===== src/sv/lsf_pkg.sv =====
// Shared constants, types and helpers for the learning switch forwarder.
package lsf_pkg;

  localparam int PORT_COUNT    = 4;
  localparam int TABLE_ENTRIES = 16;
  localparam int ADDRESS_BITS  = 16;

  localparam int IDX_W     = $clog2(TABLE_ENTRIES);
  localparam int PORT_W    = 2;
  localparam int FIELD_W   = 16;
  localparam int TAG_W     = 10;
  localparam int CNT_W     = 16;
  localparam int OUT_PORTS = 4;

  localparam logic [FIELD_W-1:0] BCAST_ADDR = 16'hFFFF;
  localparam logic [CNT_W-1:0]   PEND_MAX   = 16'hFFFF;

  // Request travelling down the cell row.
  typedef struct packed {
    logic                    vld;
    logic                    learn_en;
    logic                    dst_bcast;
    logic                    same_addr;
    logic [PORT_W-1:0]       ingress;
    logic [ADDRESS_BITS-1:0] src;
    logic [ADDRESS_BITS-1:0] dst;
    logic [TAG_W-1:0]        tag;
    logic                    src_hit;
    logic                    moved;
    logic                    free_found;
    logic [IDX_W-1:0]        free_idx;
    logic                    dst_hit;
    logic [PORT_W-1:0]       dst_port;
  } tok_t;

  // Learn write broadcast to all cells.
  typedef struct packed {
    logic                    en;
    logic [IDX_W-1:0]        idx;
    logic [ADDRESS_BITS-1:0] addr;
    logic [PORT_W-1:0]       port;
  } wr_t;

  function automatic logic [ADDRESS_BITS-1:0] to_addr(input logic [FIELD_W-1:0] a);
    logic [ADDRESS_BITS-1:0] r;
    for (int i = 0; i < ADDRESS_BITS; i++) begin
      r[i] = (i < FIELD_W) ? a[i % FIELD_W] : 1'b0;
    end
    return r;
  endfunction

endpackage


===== src/sv/lsf_cell.sv =====
// One address table entry with its stage of the search row.
module lsf_cell import lsf_pkg::*; (
  input  logic             clk,
  input  logic             rst,
  input  logic [IDX_W-1:0] cell_index,
  input  tok_t             tok_in,
  input  wr_t              wr,
  output tok_t             tok_out
);

  logic                    valid;
  logic [ADDRESS_BITS-1:0] addr;
  logic [PORT_W-1:0]       port;
  logic [PORT_W-1:0]       port_next;
  tok_t                    tok_next;
  logic                    src_match;

  always_comb begin
    tok_next  = tok_in;
    port_next = port;
    src_match = tok_in.vld && tok_in.learn_en && !tok_in.src_hit && valid &&
                (addr == tok_in.src);
    if (src_match) begin
      tok_next.src_hit = 1'b1;
      if (port != tok_in.ingress) begin
        port_next      = tok_in.ingress;
        tok_next.moved = 1'b1;
      end
    end
    if (tok_in.vld && !valid && !tok_in.free_found) begin
      tok_next.free_found = 1'b1;
      tok_next.free_idx   = cell_index;
    end
    if (tok_in.vld && valid && !tok_in.dst_hit && (addr == tok_in.dst)) begin
      tok_next.dst_hit  = 1'b1;
      tok_next.dst_port = port_next;
    end
  end

  always_ff @(posedge clk) begin
    if (rst) begin
      valid       <= 1'b0;
      tok_out.vld <= 1'b0;
    end else begin
      tok_out <= tok_next;
      if (wr.en && (wr.idx == cell_index)) begin
        valid <= 1'b1;
        addr  <= wr.addr;
        port  <= wr.port;
      end else begin
        port <= port_next;
      end
    end
  end

endmodule


===== src/sv/learning_switch_forwarder_core.sv =====
// Top level of the learning switch forwarder: cell row, learn write-back, counters, output.
// Each request (one frame header) runs down a row of TABLE_ENTRIES cells, one cell per clock,
// learning the source and looking up the destination in the same pass; the learn write,
// forwarding mask and pending counters are settled as it leaves the row. The result then
// passes through the result register and the output register; one request is in flight at
// a time, and the next is taken in the cycle after the previous result has moved into the
// output register. No clearing pass after reset.
module learning_switch_forwarder_core import lsf_pkg::*; (
  input  logic        clk,
  input  logic        rst,
  input  logic        s_axis_tvalid,
  output logic        s_axis_tready,
  // ingress_port[1:0], source_address[17:2], destination_address[33:18], frame_tag[43:34]
  input  logic [47:0] s_axis_tdata,
  output logic        m_axis_tvalid,
  input  logic        m_axis_tready,
  // forward_mask[3:0], frame_tag_out[13:4], pending_port0[29:14], pending_port1[45:30],
  // pending_port2[61:46], pending_port3[77:62]
  output logic [79:0] m_axis_tdata,
  // destination_found[0], learned_new[1], station_moved[2], learn_dropped[3]
  output logic [3:0]  m_axis_tuser
);

  tok_t tok_chain [TABLE_ENTRIES+1];
  tok_t tok_head;
  tok_t tok_x;
  wr_t  wr;

  logic                  busy;
  logic                  accept;
  logic [FIELD_W-1:0]    src_raw;
  logic [FIELD_W-1:0]    dst_raw;

  logic [CNT_W-1:0]      pend      [PORT_COUNT];
  logic [CNT_W-1:0]      pend_next [PORT_COUNT];
  logic [PORT_COUNT-1:0] mask;
  logic                  learn_new;
  logic                  learn_drop;
  logic                  found;
  logic [PORT_W-1:0]     dport;

  logic                  res_full;
  logic [OUT_PORTS-1:0]  res_mask;
  logic [TAG_W-1:0]      res_tag;
  logic [3:0]            res_flags;
  logic [CNT_W-1:0]      res_pend [OUT_PORTS];
  logic                  out_free;

  assign s_axis_tready = !busy;
  assign accept        = s_axis_tvalid && !busy;
  assign src_raw       = s_axis_tdata[17:2];
  assign dst_raw       = s_axis_tdata[33:18];

  always_comb begin
    tok_head            = '0;
    tok_head.vld        = accept;
    tok_head.learn_en   = !((src_raw == BCAST_ADDR) && (ADDRESS_BITS >= FIELD_W));
    tok_head.dst_bcast  = (dst_raw == BCAST_ADDR) && (ADDRESS_BITS >= FIELD_W);
    tok_head.ingress    = s_axis_tdata[1:0];
    tok_head.src        = to_addr(src_raw);
    tok_head.dst        = to_addr(dst_raw);
    tok_head.same_addr  = (to_addr(src_raw) == to_addr(dst_raw));
    tok_head.tag        = s_axis_tdata[43:34];
  end

  assign tok_chain[0] = tok_head;

  for (genvar i = 0; i < TABLE_ENTRIES; i++) begin : g_cell
    lsf_cell u_cell (
      .clk        (clk),
      .rst        (rst),
      .cell_index (IDX_W'(i)),
      .tok_in     (tok_chain[i]),
      .wr         (wr),
      .tok_out    (tok_chain[i+1])
    );
  end

  assign tok_x = tok_chain[TABLE_ENTRIES];

  // Forwarding decision, pending counter update and learn write as the request leaves the row.
  always_comb begin
    learn_new  = tok_x.learn_en && !tok_x.src_hit && tok_x.free_found;
    learn_drop = tok_x.learn_en && !tok_x.src_hit && !tok_x.free_found;
    found      = !tok_x.dst_bcast && (tok_x.dst_hit || (tok_x.same_addr && learn_new));
    dport      = tok_x.dst_hit ? tok_x.dst_port : tok_x.ingress;
    for (int p = 0; p < PORT_COUNT; p++) begin
      if (found) begin
        mask[p] = (int'(dport) == p) && (dport != tok_x.ingress);
      end else begin
        mask[p] = (int'(tok_x.ingress) != p);
      end
    end
    for (int p = 0; p < PORT_COUNT; p++) begin
      pend_next[p] = pend[p];
      if (tok_x.vld && mask[p] && (pend[p] != PEND_MAX)) begin
        pend_next[p] = pend[p] + 1'b1;
      end
    end
    wr.en   = tok_x.vld && learn_new;
    wr.idx  = tok_x.free_idx;
    wr.addr = tok_x.src;
    wr.port = tok_x.ingress;
  end

  assign out_free = !m_axis_tvalid || m_axis_tready;

  always_ff @(posedge clk) begin
    if (rst) begin
      busy          <= 1'b0;
      res_full      <= 1'b0;
      m_axis_tvalid <= 1'b0;
      for (int p = 0; p < PORT_COUNT; p++) begin
        pend[p] <= '0;
      end
    end else begin
      for (int p = 0; p < PORT_COUNT; p++) begin
        pend[p] <= pend_next[p];
      end
      if (accept) begin
        busy <= 1'b1;
      end
      if (tok_x.vld) begin
        res_full  <= 1'b1;
        res_tag   <= tok_x.tag;
        res_flags <= {learn_drop, tok_x.moved, learn_new, found};
        for (int q = 0; q < OUT_PORTS; q++) begin
          if (q < PORT_COUNT) begin
            res_mask[q] <= mask[q % PORT_COUNT];
            res_pend[q] <= pend_next[q % PORT_COUNT];
          end else begin
            res_mask[q] <= 1'b0;
            res_pend[q] <= '0;
          end
        end
      end else if (res_full && out_free) begin
        res_full <= 1'b0;
        busy     <= 1'b0;
      end
      if (res_full && out_free) begin
        m_axis_tvalid <= 1'b1;
        m_axis_tdata  <= {2'b00, res_pend[3], res_pend[2], res_pend[1], res_pend[0],
                          res_tag, res_mask};
        m_axis_tuser  <= res_flags;
      end else if (m_axis_tready) begin
        m_axis_tvalid <= 1'b0;
      end
    end
  end

endmodule


===== config.mk =====
export PLATFORM = sky130hd
export DESIGN_NAME = learning_switch_forwarder_core
export DESIGN_NICKNAME = d
export VERILOG_FILES = /design/src/sv/lsf_pkg.sv /design/src/sv/lsf_cell.sv /design/src/sv/learning_switch_forwarder_core.sv
export SDC_FILE = /design/constraint.sdc
export NUM_CORES = 2
export LEC_CHECK = 0
export ABC_AREA = 1
export BUFFER_PORTS_ARGS = -buffer_cell sky130_fd_sc_hd__buf_2
export CAP_MARGIN = 20
export CORE_ASPECT_RATIO = 1.5
export CORE_MARGIN = 10
export CORE_UTILIZATION = 40
export DETAILED_ROUTE_END_ITERATION = 6
export GPL_ROUTABILITY_DRIVEN = 0
export SYNTH_ARGS = -nofsm -noshare
export SYNTH_HDL_FRONTEND = slang
export SYNTH_SLANG_ARGS = --single-unit

===== constraint.sdc =====
create_clock -name clk -period 52.5 [get_ports clk]
set_clock_uncertainty 0.2 [all_clocks]
set_input_delay 10.5 -clock clk [delete_from_list [all_inputs] [get_ports clk]]
set_output_delay 10.5 -clock clk [all_outputs]
set_load 0.02 [all_outputs]

Yosys cells after proc, flatten, opt, wreduce, memory -nomap -nowiden
Memories as Yosys holds them, arrays and structs flattened. A register that Yosys moved wholly into a read port is not among the register bits.
Index checks and enable logic that the tools add are counted.
W data, S select, Z words.
Word-level totals
  register bits: 1319
  output and inout port bits: 86
  RAM bits: 128
  logic and storage cells: 759
  memories kept: 2
  bits of input ports: 52
Memories
  pend: words 4, bits a word 16, rd ports 4, clocked after memory_dff 0, wr ports 4, line learning_switch_forwarder_core.sv:34  | logic [CNT_W-1:0] pend [PORT_COUNT];
  res_pend: words 4, bits a word 16, rd ports 4, clocked after memory_dff 4, wr ports 4, line learning_switch_forwarder_core.sv:46  | logic [CNT_W-1:0] res_pend [OUT_PORTS];
Operators by class
  equality and inequality tests: 77
  reduce and logical (&&, ||, !) cells: 269
  multiplexer cells: 123
  $add $sub $neg: 4
  bitwise gates (word level): 5
Operators with widths (count)
  $eq A16 B16 Y1: 33
  $logic_and A1 B1 Y1: 177
  $mux W2: 65
  $mux W16: 8
  $logic_not A1 Y1: 67
  $add A16 B1 Y16 const B: 4
  $ne A16 B16 Y1 const B: 4
  $mux W1: 48
  $reduce_and A2 Y1: 18
  $ne A2 B2 Y1: 17
  $eq A16 B16 Y1 const B: 2
  $eq A4 B4 Y1 const B: 8
  $eq A4 B3 Y1 const B: 4
  $eq A4 B2 Y1 const B: 2
  $reduce_bool A2 Y1: 3
  $mux W5: 1
  $eq A2 B2 Y1 const B: 2
  $eq A4 B1 Y1 const B: 1
  $logic_not A4 Y1: 1
  $ne A2 B2 Y1 const B: 2
  $or A1 B1 Y1: 4
  $mux W3: 1
  $eq A2 B1 Y1 const B: 1
  $logic_not A2 Y1: 1
  3 further kinds: 4

Logic depth before layout (Yosys ltp)
  depth in word-level cells: 11
  depth in mapped cells: 11
  depth with buffers taken out: 11

Cells and area by module
Synthesis repeated with hierarchy kept, for this count alone.
Unflattened totals
  cells, all modules: 5458
  area total of the unflattened synthesis: 60892.2 µm²
Modules (own cells, without submodules)
  lsf_cell: area an instance 3163.0 µm², seq. area each 2292.2 µm², instances 16, cells each 278
  learning_switch_forwarder_core: area an instance 10283.6 µm², seq. area each 6266.0 µm², instances 1, cells each 1010

Least setup slack after synthesis
OpenSTA, ideal clock, no wires.
  path type: input -> register
  start point: in rst
  end point: reg g_cell[0].u_cell.port[0] (enable)
  required time: 51050 ps
  stages: 3
  path buffers: 2
  setup slack: 22691 ps
  data arrival time: 28359 ps
  setup time: 1250 ps
  cells stage by stage: clkbuf_1 clkbuf_1 inv_1
RTL lines
  start, declared: line learning_switch_forwarder_core.sv:10  | input logic rst,
  end signal, assigned: line lsf_cell.sv:49  | port <= wr.port;
  end signal, assigned: line lsf_cell.sv:51  | port <= port_next;
  end, declared: line lsf_cell.sv:13  | logic [PORT_W-1:0] port;
No word-level cell between the ends.

Final worst setup path
  start point: in rst
  end point: reg g_cell[3].u_cell.tok_out[48] (netlist bit) (enable)
RTL lines
  end signal, assigned: line lsf_cell.sv:45  | tok_out <= tok_next;
  end, declared: line lsf_cell.sv:8  | output tok_t tok_out
No word-level cell between the ends.

==> summary by stage <==
GRT
The overflow left after global routing is 0. The number of antenna violations at the first check in global routing is 2. The global routing usage summed across all routing layers is 13.20%. The first global-routing pass estimated 162800 um of wire. For met3 alone, demand over resource in global routing was 2.646%. The maximum number of pins on one net before global-route repair is 171. For this run, global-route usage on met2 was measured as 25.34%. In the global route stage, met1 resource usage came out at 12.77%.

The number of global-route vias before repair is 31540. The layer flagged by global routing as most heavily used is met2.

Synthesis
Synthesis instantiated 45 different standard cells from the library. The average instance in the mapped netlist occupies 12.69 um^2. The register bit total from synthesis is 1432. The share of synthesized area in the top cell type comes to 70.25%. By area the synthesized netlist is led by sky130_fd_sc_hd__edfxtp_1, sky130_fd_sc_hd__nand2_1, sky130_fd_sc_hd__xor2_1, sky130_fd_sc_hd__inv_1, sky130_fd_sc_hd__dfxtp_1. The sequential cell area fraction in the yosys report is 73.73%.

In the synthesized netlist the dominant register cell turns out to be sky130_fd_sc_hd__edfxtp_1. sky130_fd_sc_hd__edfxtp_1 takes more of the synthesized area than any other cell. Synthesis produced 4489 cells.

The count of flip-flops with a built-in enable after synthesis is 1333. The share of synthesized flip-flops with an asynchronous set or reset is 0%. The warning count from the yosys run is 0. Summing every instance area after synthesis gives 56980 um^2.

Timing
Setup repair after global routing left no endpoint under its margin. The final total negative setup slack is 0 ns. The final-report max-slew violation count is 0. The worst hold margin is 0.2091 ns. Headroom to the max-slew limit came out at 24.32%. The highest clock rate is 0.06663 GHz. The count of endpoints failing setup in the final report is 0. Setup slack closes at 37.49 ns.

At the pin with the least slew margin, the transition time is 1.135 ns. The part of the cycle the worst path needs is 28.59%. The number of hold-slack violations in the final timing report is 0.

Counting I/O delays and the setup requirement, the final critical path takes 15.01 ns.

Pwr
The share of total power in combinational logic is 2.7%. Sequential cells burn 55.5% of the power. Summed over all cells, the static leakage comes to 24.74 nW. In this run the power density over the cells is 36.75 nW/um^2. The worst-case IR drop observed on VDD is 29.15 uV. The share of total power dissipated in the clock network is 41.8%. Internal power comes to 1.896 mW.

Of the total power, the share spent switching nets is 20.17%. The analysis attributes to net switching a power of 0.4792 mW. Overall power consumption after layout is estimated at 2.375 mW.

Placed design
Summing all placed instances gives a cell area of 59990 um^2. The number of buffers added on ports is 131. The post-place setup slack is 36.66 ns.

Counting tap cells, the placed design contains a total of 6485 instances. Detailed placement finished with a half-perimeter wire length of 74500 um.

Detailed routing
In the final routed layout, each cell accounts on average for 15.52 um. The count of nets left with antenna violations once routing finished came out at 0. Detailed routing inserted a total of 30800 vias. For this run, design rule violations remaining after detail routing come to 0. After the first detailed-routing iteration, the DRC count stood at 1530.

The routed design has 104700 um of wire. Dividing the detail-routed via count by the number of cells gives 4.566. The iteration count of the initial detailed-routing pass is 5.

Clock network
The cts-stage hold buffer count is 0. The H-tree was split into 4 levels. The clock passes through at most 3 buffers. The CTS tree is yes. The buffer cell driving the clock tree root is sky130_fd_sc_hd__clkbuf_16. At the later pin of the worst-skew pair, clock insertion delay measures 0.76 ns. Clock tree synthesis inserted a total of 141 buffers. The clock-pin slew on the worst setup and hold paths is 0.06 ns. The post-cts resize count is 0. The number of setup buffers added after CTS is 0. CTS saw 1432 sinks.

Floorplan
The effective utilization at floorplan is 40.28%. In this run the core area contains 169 standard-cell rows. The core region is 141500 um^2. The area enclosed by the die boundary is 158300 um^2.

The overall die height is 482.2 um. 138 I/O pins were placed. The die is 328.2 um wide.

Flow run
The count of max-cap constraint violations is 0.

Final layout
The final cell area excluding filler cells is 64630 um^2. The register area is 42010 um^2. The core occupancy in the finished layout is 45.68%.

The count of placed standard cells in the final layout, fillers left out is 6745. The post-synthesis to final-layout area growth is 13.42%. The number of nets in the layout is 4805. The number of antenna diodes in the final layout is 0. Cells with a size suffix above 1 make up 10.16% of the layout. The multi-input combinational cells in the finished layout cover a total of 12560 um^2. The count of fill cells added during filler insertion is 12430.

Outcome
The run finished with clean final reports.

Worst setup path
Along the worst path, the maximum fanout reaches 141. Data arrives at the worst endpoint at 15.17 ns. The worst setup path is of the input port to flop kind.

The kind of launch point of the worst setup path is an input port. At the worst endpoint, the required time is 52.66 ns. STA classifies the critical path endpoint as a flop.

Hold path
The path type of the worst min-delay path is flop to flop.
-- registers in the layout, indices dropped and copies added, names as in the netlist, 10 cells and up --
register	flops
g_cell.u_cell.addr	256
g_cell.u_cell.port	32
g_cell.u_cell.tok_out	897
g_cell.u_cell.valid	16
m_axis_tdata	78
pend	64
res_pend	64
res_tag	10
-- cell usage after synthesis, drive strengths merged, types with 3 or more instances --
cell type,n
clkbuf,19
edfxtp,1333
inv,589
xor2,285
xnor2,123
nand4,129
nor2,486
dfxtp,99
nand3,148
a21oi,67
a31o,3
and3,3
o21ai,91
o22ai,3
nor3,12
o21a,5
nand3b,8
ha,4
buf,20
or2,17
nand2,1021
o211ai,4
o21bai,12
-- area by class of cell --
cell class                      instances  area share (%)
Timing Repair Buffer                  155           1.367
Inverter                              590           3.438
Tap cell                             1881           3.642
Multi-Input combinational cell       2429           19.44
Clock inverter                         77           1.055
Sequential cell                      1432           65.01
Clock buffer                          181           6.050
-- metal layers --
metal  vias up  routed length [um]
li1      15540                   -
met1     14420               37210
met2       587               57140
met3       255                4062
met4         0                6240
met5         -                   0
-- layout by cell type (no fill, tap or decap), drive strengths merged --
master / netlist / routed
a211oi: 1 / 1
a21boi: 1 / 1
a21oi: 67 / 67
a221oi: 1 / 1
a31o: 3 / 3
and3: 3 / 3
buf: 20 / 155
bufinv: 0 / 11
clkbuf: 19 / 181
clkinv: 1 / 59
clkinvlp: 0 / 4
conb: 1 / 2
dfxtp: 99 / 99
edfxtp: 1333 / 1333
ha: 4 / 4
inv: 589 / 593
nand2: 1021 / 1021
nand3: 148 / 148
nand3b: 8 / 8
nand4: 129 / 129
nor2: 486 / 486
nor2b: 1 / 1
nor3: 12 / 12
nor4: 2 / 2
o211ai: 4 / 4
o21a: 5 / 5
o21ai: 91 / 91
o21bai: 12 / 12
o22ai: 3 / 3
or2: 17 / 17
xnor2: 123 / 123
xor2: 285 / 285
-- path summary, 6_finish.rpt --
kind / startpoint / to / slack (ns) / depth (start not counted)
min: res_pend[2][9]$_DFFE_PP_ / m_axis_tdata[55]$_DFFE_PP_ / 0.21 / 0
max reg2reg: g_cell[15].u_cell.tok_out[9]$_SDFFCE_PN1N_ / g_cell[0].u_cell.addr[10]$_DFFE_PP_ / 49.16 / 7
max: rst / g_cell[3].u_cell.tok_out[48]$_DFFE_PN_ / 37.49 / 6
min reg2reg: res_pend[2][9]$_DFFE_PP_ / m_axis_tdata[55]$_DFFE_PP_ / 0.21 / 0
-- logic make-up after synthesis --
family,count (synthesis),share of synthesized area (%)
XOR/XNOR,408,6.272
other,1,0.006581
buffers and inverters,629,4.289
adder cells (fa/ha/maj),4,0.08784
AND/OR/NAND/NOR,1827,13.61
AO/OA/AOI/OAI,188,2.003
flip-flops,1432,73.73
-- power by group through the flow --
| stage | combinational [mW] | clock [mW] | sequential [mW] |
|---|---|---|---|
| floorplan | 0.0458 | 0 | 1.36 |
| global placement | 0.0628 | 0 | 1.34 |
| detailed placement | 0.0641 | 0 | 1.34 |
| CTS | 0.0644 | 1.02 | 1.32 |
| global route | 0.0715 | 1.07 | 1.32 |
| finish | 0.0633 | 0.993 | 1.32 |
-- worst max-delay path, cell delays in order --
cell and delay, ns:
sky130_fd_sc_hd__buf_4 0.14, sky130_fd_sc_hd__inv_8 0.59, sky130_fd_sc_hd__buf_4 0.87, sky130_fd_sc_hd__buf_4 0.91
sky130_fd_sc_hd__buf_4 0.88, sky130_fd_sc_hd__buf_4 0.90
Note: power is estimated with default switching activity, not from simulation.
